## src/design/mdse_pkg.sv

```systemverilog
`timescale 1ns / 1ps
// ----------------------------------------------------------------------------
// mdse_pkg: shared types and codes
// Phase encoding, status codes, register indexes and the result item layout
// used by the segment extractor core, its output queue and the top level.
// ----------------------------------------------------------------------------
package mdse_pkg;

	localparam int CfgIdxW  = 1;
	localparam int CfgDataW = 32;

	localparam logic [CfgIdxW-1:0] REG_START_MARKER = 1'd0;
	localparam logic [CfgIdxW-1:0] REG_END_MARKER   = 1'd1;

	// Output queue depth; an item may push two results
	localparam int OutDepth = 4;
	localparam int OutPtrW  = $clog2(OutDepth);
	localparam int OutCntW  = $clog2(OutDepth + 1);

	typedef enum logic [1:0] {
		PH_START = 2'd0,
		PH_SEG   = 2'd1,
		PH_DONE  = 2'd2
	} phase_t;

	typedef enum logic [1:0] {
		ST_FOUND     = 2'd0,
		ST_NO_START  = 2'd1,
		ST_NO_END    = 2'd2,
		ST_EMPTY_SEG = 2'd3
	} status_t;

	localparam logic KIND_PAYLOAD = 1'b0;
	localparam logic KIND_STATUS  = 1'b1;

	typedef struct packed {
		logic       kind;
		logic [7:0] data;
		status_t    status;
	} res_t;

	// Results produced by one accepted item
	typedef struct packed {
		logic [1:0] num;
		res_t       r0;
		res_t       r1;
	} push_t;

endpackage

```

## src/design/mdse_core.sv

```systemverilog
`timescale 1ns / 1ps
// ----------------------------------------------------------------------------
// mdse_core: marker search and segment state
// Holds the byte window and message phase; turns each accepted item into
// zero, one or two result items combinationally.
// ----------------------------------------------------------------------------
module mdse_core import mdse_pkg::*; #(
	parameter int MARKER_BYTES = 4
) (
	input  logic                clk,
	input  logic                arst_n,
	input  logic                cfg_we,
	input  logic [CfgIdxW-1:0]  cfg_index,
	input  logic [CfgDataW-1:0] cfg_data,
	input  logic                accept,
	input  logic [7:0]          in_byte,
	input  logic                msg_end,
	output push_t               push
);

	localparam int WinW  = 8 * MARKER_BYTES;
	localparam int FillW = $clog2(MARKER_BYTES + 1);
	localparam logic [FillW-1:0] FillFull = FillW'(MARKER_BYTES);

	logic [CfgDataW-1:0] start_marker_q, end_marker_q;
	phase_t              phase_q, phase_d;
	logic [WinW-1:0]     win_q, win_d;
	logic [FillW-1:0]    fill_q, fill_d;
	logic                sp_q, sp_d, ep_q, ep_d;
	logic [2:0]          cnt_q, cnt_d;

	logic [WinW-1:0] start_w, end_w;
	logic            emit;
	logic [7:0]      emit_byte;
	status_t         st;
	res_t            pay_r, st_r;

	assign start_w = WinW'(start_marker_q);
	assign end_w   = WinW'(end_marker_q);

	always_ff @(posedge clk or negedge arst_n) begin
		if (!arst_n) begin
			start_marker_q <= '0;
			end_marker_q   <= '0;
		end else if (cfg_we) begin
			if (cfg_index == REG_START_MARKER) begin
				start_marker_q <= cfg_data;
			end else if (cfg_index == REG_END_MARKER) begin
				end_marker_q <= cfg_data;
			end
		end
	end

	always_comb begin
		phase_d   = phase_q;
		win_d     = win_q;
		fill_d    = fill_q;
		sp_d      = sp_q;
		ep_d      = ep_q;
		cnt_d     = cnt_q;
		emit      = 1'b0;
		emit_byte = win_q[WinW-1 -: 8];
		st        = ST_FOUND;

		if (phase_d == PH_START) begin
			if (sp_d) begin
				phase_d = PH_SEG;
				win_d   = '0;
				fill_d  = '0;
				sp_d    = 1'b0;
			end else begin
				win_d = (win_d << 8) | WinW'(in_byte);
				if (fill_d < FillFull) fill_d = fill_d + 1'b1;
				if (fill_d == FillFull && win_d == start_w) sp_d = 1'b1;
			end
		end

		if (phase_d == PH_SEG) begin
			if (ep_d) begin
				phase_d = PH_DONE;
			end else begin
				if (fill_d == FillFull) begin
					emit      = 1'b1;
					emit_byte = win_d[WinW-1 -: 8];
					if (cnt_d != 3'd7) cnt_d = cnt_d + 1'b1;
				end
				win_d = (win_d << 8) | WinW'(in_byte);
				if (fill_d < FillFull) fill_d = fill_d + 1'b1;
				if (fill_d == FillFull && win_d == end_w) ep_d = 1'b1;
			end
		end

		unique case (phase_d)
			PH_START: st = ST_NO_START;
			PH_SEG:   st = ST_NO_END;
			default:  st = (cnt_d != 3'd0) ? ST_FOUND : ST_EMPTY_SEG;
		endcase

		// Message done: back to reset state
		if (msg_end) begin
			phase_d = PH_START;
			win_d   = '0;
			fill_d  = '0;
			sp_d    = 1'b0;
			ep_d    = 1'b0;
			cnt_d   = '0;
		end
	end

	always_ff @(posedge clk or negedge arst_n) begin
		if (!arst_n) begin
			phase_q <= PH_START;
			win_q   <= '0;
			fill_q  <= '0;
			sp_q    <= 1'b0;
			ep_q    <= 1'b0;
			cnt_q   <= '0;
		end else if (accept) begin
			phase_q <= phase_d;
			win_q   <= win_d;
			fill_q  <= fill_d;
			sp_q    <= sp_d;
			ep_q    <= ep_d;
			cnt_q   <= cnt_d;
		end
	end

	always_comb begin
		pay_r.kind   = KIND_PAYLOAD;
		pay_r.data   = emit_byte;
		pay_r.status = ST_FOUND;
		st_r.kind    = KIND_STATUS;
		st_r.data    = 8'd0;
		st_r.status  = st;
		push.r0      = emit ? pay_r : st_r;
		push.r1      = st_r;
		push.num     = accept ? ({1'b0, emit} + {1'b0, msg_end}) : 2'd0;
	end

endmodule

```

## src/design/mdse_outq.sv

```systemverilog
`timescale 1ns / 1ps
// ----------------------------------------------------------------------------
// mdse_outq: result item queue
// Small queue taking up to two results per cycle and releasing one per
// cycle while out_ready is high; ready to the core with room for two.
// ----------------------------------------------------------------------------
module mdse_outq import mdse_pkg::*; (
	input  logic  clk,
	input  logic  arst_n,
	input  push_t push,
	output logic  room,
	output logic  out_valid,
	input  logic  out_ready,
	output res_t  out_res
);

	res_t               mem [OutDepth];
	logic [OutPtrW-1:0] wr_q, rd_q;
	logic [OutCntW-1:0] cnt_q;
	logic               pop;
	logic [OutPtrW-1:0] wr_nxt;

	assign out_valid = (cnt_q != '0);
	assign pop       = out_valid && out_ready;
	assign room      = (cnt_q <= OutCntW'(OutDepth - 2));
	assign wr_nxt    = wr_q + 1'b1;
	assign out_res   = mem[rd_q];

	always_ff @(posedge clk) begin
		if (push.num != 2'd0) mem[wr_q] <= push.r0;
		if (push.num == 2'd2) mem[wr_nxt] <= push.r1;
	end

	always_ff @(posedge clk or negedge arst_n) begin
		if (!arst_n) begin
			wr_q  <= '0;
			rd_q  <= '0;
			cnt_q <= '0;
		end else begin
			wr_q  <= wr_q + OutPtrW'(push.num);
			if (pop) rd_q <= rd_q + 1'b1;
			cnt_q <= cnt_q + OutCntW'(push.num) - OutCntW'(pop);
		end
	end

endmodule

```

## src/design/marker_delimited_segment_extract_unit.sv

```systemverilog
`timescale 1ns / 1ps
// ----------------------------------------------------------------------------
// marker_delimited_segment_extract_unit: start/end marker payload extractor
// Streams one message in byte by byte, finds the start marker and the first
// end marker after it, and streams out the bytes between them.
// ----------------------------------------------------------------------------
// Usage:
//  - s_* channel: one message byte per item, s_tlast on the final byte.
//  - m_* channel: m_tuser = 0 is a payload byte, m_tuser = 1 the single
//    status item that closes each message (found, no start, no end, empty).
//    Payload bytes seen before a failure status are to be dropped.
//  - Config: cfg_we writes start (index 0) or end (index 1) marker; only
//    while the block is idle. Markers are the low 8*MARKER_BYTES bits,
//    first byte most significant.
//  - Results: each is registered in a 4-entry queue before it reaches m_*.
//  - Throughput: one item per cycle while s_tready is high; the marker
//    compare against the byte window is combinational. A final byte may
//    yield payload + status, drained one per cycle while m_tready is high.
//  - s_tready is high while the queue has room for two results, so the
//    block keeps taking items while a result waits; a stalled m_tready
//    fills the queue and then drops s_tready.
//  - Reset clears markers to zero and returns to searching for a start.
// ----------------------------------------------------------------------------
module marker_delimited_segment_extract_unit import mdse_pkg::*; #(
	parameter int MARKER_BYTES = 4
) (
	input  logic                clk,
	input  logic                arst_n,
	// configuration
	input  logic                cfg_we,
	input  logic [CfgIdxW-1:0]  cfg_index,
	input  logic [CfgDataW-1:0] cfg_data,
	// input bytes
	input  logic                s_tvalid,
	output logic                s_tready,
	input  logic [7:0]          s_tdata,   // [7:0] in_byte
	input  logic                s_tlast,   // msg_end
	// results
	output logic                m_tvalid,
	input  logic                m_tready,
	output logic [15:0]         m_tdata,   // [7:0] out_byte, [9:8] status, rest 0
	output logic                m_tuser    // result_kind
);

	logic  accept;
	push_t push;
	res_t  out_res;

	// Item taken when the queue can hold both possible results
	assign accept = s_tvalid && s_tready;

	mdse_core #(
		.MARKER_BYTES(MARKER_BYTES)
	) u_core (
		.clk      (clk),
		.arst_n   (arst_n),
		.cfg_we   (cfg_we),
		.cfg_index(cfg_index),
		.cfg_data (cfg_data),
		.accept   (accept),
		.in_byte  (s_tdata),
		.msg_end  (s_tlast),
		.push     (push)
	);

	mdse_outq u_outq (
		.clk      (clk),
		.arst_n   (arst_n),
		.push     (push),
		.room     (s_tready),
		.out_valid(m_tvalid),
		.out_ready(m_tready),
		.out_res  (out_res)
	);

	assign m_tdata = {6'd0, out_res.status, out_res.data};
	assign m_tuser = out_res.kind;

endmodule

```

## config.mk

```make
export PLATFORM = sky130hd
export DESIGN_NAME = marker_delimited_segment_extract_unit
export DESIGN_NICKNAME = d
export VERILOG_FILES = /design/src/design/mdse_pkg.sv /design/src/design/mdse_core.sv /design/src/design/mdse_outq.sv /design/src/design/marker_delimited_segment_extract_unit.sv
export SDC_FILE = /design/constraint.sdc
export NUM_CORES = 1
export LEC_CHECK = 0
export BUFFER_PORTS_ARGS = -buffer_cell sky130_fd_sc_hd__buf_2
export CAP_MARGIN = 20
export CORE_MARGIN = 5
export CORE_UTILIZATION = 60
export DETAILED_ROUTE_END_ITERATION = 8
export HOLD_SLACK_MARGIN = 0.06
export MAX_ROUTING_LAYER = met4
export PLACE_DENSITY = 0.8
export SETUP_SLACK_MARGIN = 0.3
export SLEW_MARGIN = 20
export SYNTH_ARGS = -nofsm -noshare
export SYNTH_HDL_FRONTEND = slang
export SYNTH_SLANG_ARGS = --single-unit
```

## constraint.sdc

```tcl
create_clock -name clk -period 4 [get_ports clk]
set_input_delay 0.2 -clock clk [delete_from_list [all_inputs] [get_ports clk]]
set_output_delay 0.2 -clock clk [all_outputs]
set_load 0.02 [all_outputs]
```

Word level (Yosys, flattened, before mapping) --
Memory sizes are Yosys's and may differ from the RTL's. Index checks and enable logic that the tools add are counted. W data, S select, Z words.
Storage, ports and cells: register bits after elaboration 113, bits in latches 0, memory bits (writable) 44, ROM bits 0, input bits 47, output and inout bits 19, logic and storage cells 99, memories 1
Memory list:
- u_outq.mem | depth 4, bits a word 11, read ports 1, clocked after memory_dff 0, wr ports 2, line mdse_outq.sv:17 | res_t mem [OutDepth];
Operators by class: add/subtract/negate cells 9, multipliers 0, div/mod/pow operators 0, $lt $le $gt $ge 3, equality and inequality tests 9, shifts and indexed selects 0, mux-type cells 48, bitwise logic cells 3, reductions and logical operators 15
Operator list (count):
- $mux W32 | 5
- $eq A32 B32 Y1 | 2
- $or A32 B8 Y32 | 2
- $mux W3 | 16
- $mux W8 | 3
- $mux W1 | 15
- $mux W2 | 7
- $mux W11 | 1
- $add A3 B1 Y3 const B | 3
- $eq A3 B3 Y1 const B | 3
- $reduce_and A2 Y1 | 4
- $lt A3 B3 Y1 const B | 2
- $reduce_bool A2 Y1 | 3
- $reduce_bool A3 Y1 | 2
- $add A2 B1 Y2 const B | 2
- $eq A2 B1 Y1 const B | 2
- $logic_and A1 B1 Y1 | 4
- $logic_not A2 Y1 | 2
- $pmux W2 S2 | 1
- $add A3 B2 Y3 | 1
- $le A3 B2 Y1 const B | 1
- $ne A3 B3 Y1 const B | 1
- $sub A3 B1 Y3 | 1
- $add A1 B1 Y2 | 1
- 3 further kinds | 3

Logic depth before layout (Yosys ltp) --
word-level depth 16, mapped depth 18, mapped depth without buffers 16

Hierarchy --
From an unflattened synthesis, not the netlist that was laid out.
Second synthesis, totals: cells, all modules 685, area total of the unflattened synthesis 8595.7 sq um
Modules (own cells, without submodules):
- mdse_core | times used 1, cells each 528, area each 5874.4 sq um, seq. area each 2652.5 sq um
- mdse_outq | times used 1, cells each 149, area each 2666.3 sq um, seq. area each 1496.4 sq um
- marker_delimited_segment_extract_unit | times used 1, cells each 8, area each 55.1 sq um, seq. area each 0.0 sq um

Least setup slack after synthesis --
Ideal clock, no wire load.
path kind register to register, start reg u_core.phase_q[1], end reg u_outq.cnt_q[2], arrival 3375 ps, required time 3877 ps, path slack 502 ps, cell stages (with the launch flop) 19, path buffers 2, clock period less this slack 3498 ps, path through dfrtp_1 nor2_1 clkbuf_1 nand3_1 a21oi_1 a21o_1 inv_1 ha_1 nor2b_1 nand4_1 buf_2 inv_1 ha_1 and2_1 ha_1 inv_1 fa_1 xor2_1 xnor2_1
Between the ends: cells in the longest elaborated chain, start to end 10, elaborated cells between the ends (all ways) 13, those cells by class add/sub: 3; eq/ne: 2; mux: 7; reduce/logical: 1
Ends and longest elaborated chain:
- from (decl) | line mdse_core.sv:26 | phase_t phase_q, phase_d;
- from (signal assigned) | line mdse_core.sv:119 | phase_q <= phase_d;
- $logic_not A2 Y1 | line mdse_core.sv:65 | if (phase_d == PH_START) begin
- $mux W3 | line mdse_core.sv:65
- $eq A3 B3 Y1 | line mdse_core.sv:82 | if (fill_d == FillFull) begin
- $mux W1 | line mdse_core.sv:82
- $mux W1 | line mdse_core.sv:79 | if (ep_d) begin
- $mux W1 (*) | line mdse_core.sv:78 | if (phase_d == PH_SEG) begin
- $add A1 B1 Y2 (*) | line mdse_core.sv:137 | push.num = accept ? ({1'b0, emit} + {1'b0, msg_end}) : 2'd0;
- $mux W2 (*) | line mdse_core.sv:137
- $add A3 B2 Y3 (*) | line mdse_outq.sv:42 | cnt_q <= cnt_q + OutCntW'(push.num) - OutCntW'(pop);
- $sub A3 B1 Y3 (*) | line mdse_outq.sv:42
- to (signal assigned) | line mdse_outq.sv:42
- to (decl) | line mdse_outq.sv:19 | logic [OutCntW-1:0] cnt_q;
Every way passes the cells marked *; elsewhere a longest branch is shown, timed or not. A chain may end at the register's enable or synchronous reset.

Worst setup path after layout --
start reg u_core.phase_q[0], end reg u_outq.cnt_q[2]
The elaborated chain is that of the path after synthesis.

==> results.json <==
{
  "synth.distinct_cells": 50,
  "clk_pin_slew_worst_paths_ps": 60,
  "hold_violations": 0,
  "antenna_found_initial": 0,
  "dieWidth_um": 123.8,
  "power_switching_w": 0.001851,
  "timing.rr.end": "u_outq.cnt_q[2]$_DFF_PN0_",
  "outcome": "finished clean",
  "cellInternalPower_w": 0.003503,
  "timing.rr.start": "u_core.phase_q[0]$_DFFE_PN0P_",
  "rows": 41,
  "port_buffers": 59,
  "drc": 0,
  "gp_congestion": 0.9322,
  "clkLatencyLatePin_ps": 430,
  "crit_required_ps": 4310,
  "dr.pass1.iters": 5,
  "maxCapViolations": 0,
  "synth_cells": 704,
  "fin_tns_setup_ps": 0,
  "hold_class": "input pin to flop",
  "final_cell_mix": "dfrtp_1 (112), mux2_2 (64), buf_2 (58)",
  "grt_pass1_vias": 6213,
  "diodes": 0,
  "setup_ws_ps": 539.4,
  "cp.arrival_ps": 3770,
  "synthArstFlopShare_pct": 71.97,
  "clock.fmax_mhz": 289.0,
  "fillers": 885,
  "cp_max_fo": 15,
  "rrSetupSlack_ps": 540,
  "area_growth_pct": 17.04,
  "hp-start": "m_tready",
  "rsz0062_at_grt": "yes",
  "grtUsageTotal_pct": 27.36,
  "fin_worst_skew_ps": 7.277,
  "core_mm2": 0.01267,
  "final_common_cell": "dfrtp_1",
  "dieArea_mm2": 0.01533,
  "ir_drop_v": 0.0003973,
  "cts_tree": "done",
  "synthesis.area_mm2": 0.007774,
  "final-instance-count-excl-fill": 975,
  "worstSetupEndpointType": "flop",
  "ys_ff_latch": 157,
  "grt_max_degree": 56,
  "powerDensity_mw_per_mm2": 588.4,
  "clkPwrFrac_pct": 28.4,
  "combPwrFrac_pct": 28.5,
  "seqPwrFrac_pct": 43.1,
  "die_h_um": 123.8,
  "final.min_clock_period_ps": 3461,
  "synth_warnings": 0,
  "clockRootBuffer": "clkbuf_16",
  "design_area_mm2": 0.009099,
  "dpl_worst_slack_ps": 505.8,
  "dpl_cell_area_mm2": 0.008209,
  "cts_sinks": 157,
  "p_leak_nw": 3.960,
  "finalSetupViolations": 0,
  "synth_area_leaders": "dfrtp_1 (36%), dfxtp_1 (9.3%), mux2_2 (9.3%), a22o_1 (5.5%), xor2_1 (4.4%)",
  "grt_pass1_wl_mm": 31.43,
  "finalCritPeriodShare_pct": 86.51,
  "ys.flop_type": "dfrtp_1",
  "r2r_cells": 16,
  "cts_setup_buffers": 0,
  "yosysTopAreaCell": "dfrtp_1",
  "synth_top_cell_area_share_pct": 36.38,
  "cts_made_buffers": 17,
  "worst_pin_slew_ps": 1005,
  "ant_nets": 0,
  "slew_headroom_pct": 32.77,
  "hpwl_mm": 13.23,
  "crit_start": "u_core.phase_q[0]$_DFFE_PN0P_",
  "path_class": "flop to flop",
  "clockBufferDepth": 2,
  "slew_viol_final": 0,
  "worstHoldEndpoint": "u_outq.rd_q[0]$_DFFE_PN0P_",
  "htreeDepth": 4,
  "vias": 6038,
  "avgSynthCellArea_um2": 11.04,
  "wl_per_cell_um": 19.58,
  "startpoint_type": "flop",
  "swShare_pct": 34.57,
  "via_per_inst": 6.193,
  "boundaryPins": 66,
  "fin_nets": 847,
  "synth_edf_count": 8,
  "ys_seq_area_share_pct": 48.74,
  "start_util_pct": 61.35,
  "worstHoldPathCells": 3,
  "drive_above_1_share_pct": 23.41,
  "wirelength_mm": 19.09,
  "placedCellCount": 910,
  "drt_iter0_drc": 653,
  "overflow": 0
}
-- cell type report --
cell class | count | area (µm²) | area share [%]
clock inverters | 6 | 36.28 | 0.3988
clock buffers | 26 | 521.8 | 5.734
multi-input cells | 485 | 3705 | 40.72
flip-flops and latches | 157 | 3790 | 41.65
repair buffers | 109 | 755.7 | 8.306
well taps | 172 | 215.2 | 2.365
inverters | 20 | 75.07 | 0.8251
-- cell families after synthesis --
kind of cell / count (synthesis) / share of synthesized area (%)
buffers and inverters: 67 / 3.879
adders and majority gates: 10 / 1.706
xor gates and xnor gates: 68 / 7.661
other: 1 / 0.04824
muxes: 78 / 12.84
and+or+nand+nor: 162 / 11.20
AOI/OAI and AO/OA: 161 / 13.92
DFF: 157 / 48.74
-- Yosys cell counts (8+ instances only) --
cell,n
dfrtp_1,113
mux2_2,64
a22o_1,49
a21oi_1,44
nor2_1,44
xor2_1,39
dfxtp_1,36
nand2_1,35
o21ai_0,32
xnor2_1,29
clkbuf_1,24
nor4b_1,22
inv_1,20
nor4_1,16
a22oi_1,13
mux4_2,11
and3_1,10
buf_2,10
ha_1,9
edfxtp_1,8
-- stage by stage --
stage	util, %	total power, W	hold WS [ps]
after floorplan	-	0.003322	-95.59
after global placement	64.79	0.003702	93.14
after detailed placement	64.79	0.003797	101.9
after CTS	71.80	0.005351	133.1
after global routing	71.81	0.005630	155.5
final	71.81	0.005354	139.4
-- worst max-delay path: stages (launching register included) --
cell     delay, ps
dfrtp_2        500
or2_1          260
buf_4          180
nor2_1         200
a22o_1         230
inv_1           60
ha_1           170
nor2b_1        120
nand4_1        110
inv_1           90
ha_1           380
and2_1         180
ha_1           150
inv_1           50
fa_1           370
xor2_1         160
xnor2_1        130
-- repair_timing --
action                                  CTS  global route
hold endpoints to repair                 85             0
endpoints found under the setup margin    0             7
hold buffers                             33             0
gates resized for setup                   0             1
-- routing by layer --
layer  GRT usage, %  wire [µm]  share of wire [%]
met5              -          0                  0
met1          32.97       7760                 41
met2          44.24       9423                 49
met4          14.12        785                4.1
met3          4.905       1118                5.9
-- how the worst max path moves through the flow --
stage | cells past startpoint | slack [ps] | to
floorplan | 18 | 500 | u_outq.cnt_q[2]$_DFF_PN0_
finish | 16 | 540 | u_outq.cnt_q[2]$_DFF_PN0_
detailed placement | 16 | 510 | u_outq.cnt_q[2]$_DFF_PN0_
CTS | 16 | 470 | u_outq.cnt_q[2]$_DFF_PN0_
global route | 14 | 300 | u_outq.mem[2][0]$_DFFE_PP_
global placement | 16 | 650 | u_outq.cnt_q[2]$_DFF_PN0_
-- power by group through the flow --
stage	sequential [W]	combinational, W	clock [W]
after CTS	0.00229	0.00152	0.00153
final	0.00231	0.00153	0.00152
after detailed placement	0.00232	0.00148	0
after global routing	0.00234	0.00169	0.00160
after floorplan	0.00213	0.00119	0
after global placement	0.00229	0.00141	0
-- sequential cells by signal, indices dropped and copies added, names as in the netlist --
register	cells
u_core.cnt_q	3
u_core.end_marker_q	32
u_core.ep_q	1
u_core.fill_q	3
u_core.phase_q	2
u_core.sp_q	1
u_core.start_marker_q	32
u_core.win_q	32
u_outq.cnt_q	3
u_outq.mem	44
u_outq.rd_q	2
u_outq.wr_q	2
Power figures use the tool's default switching activity.
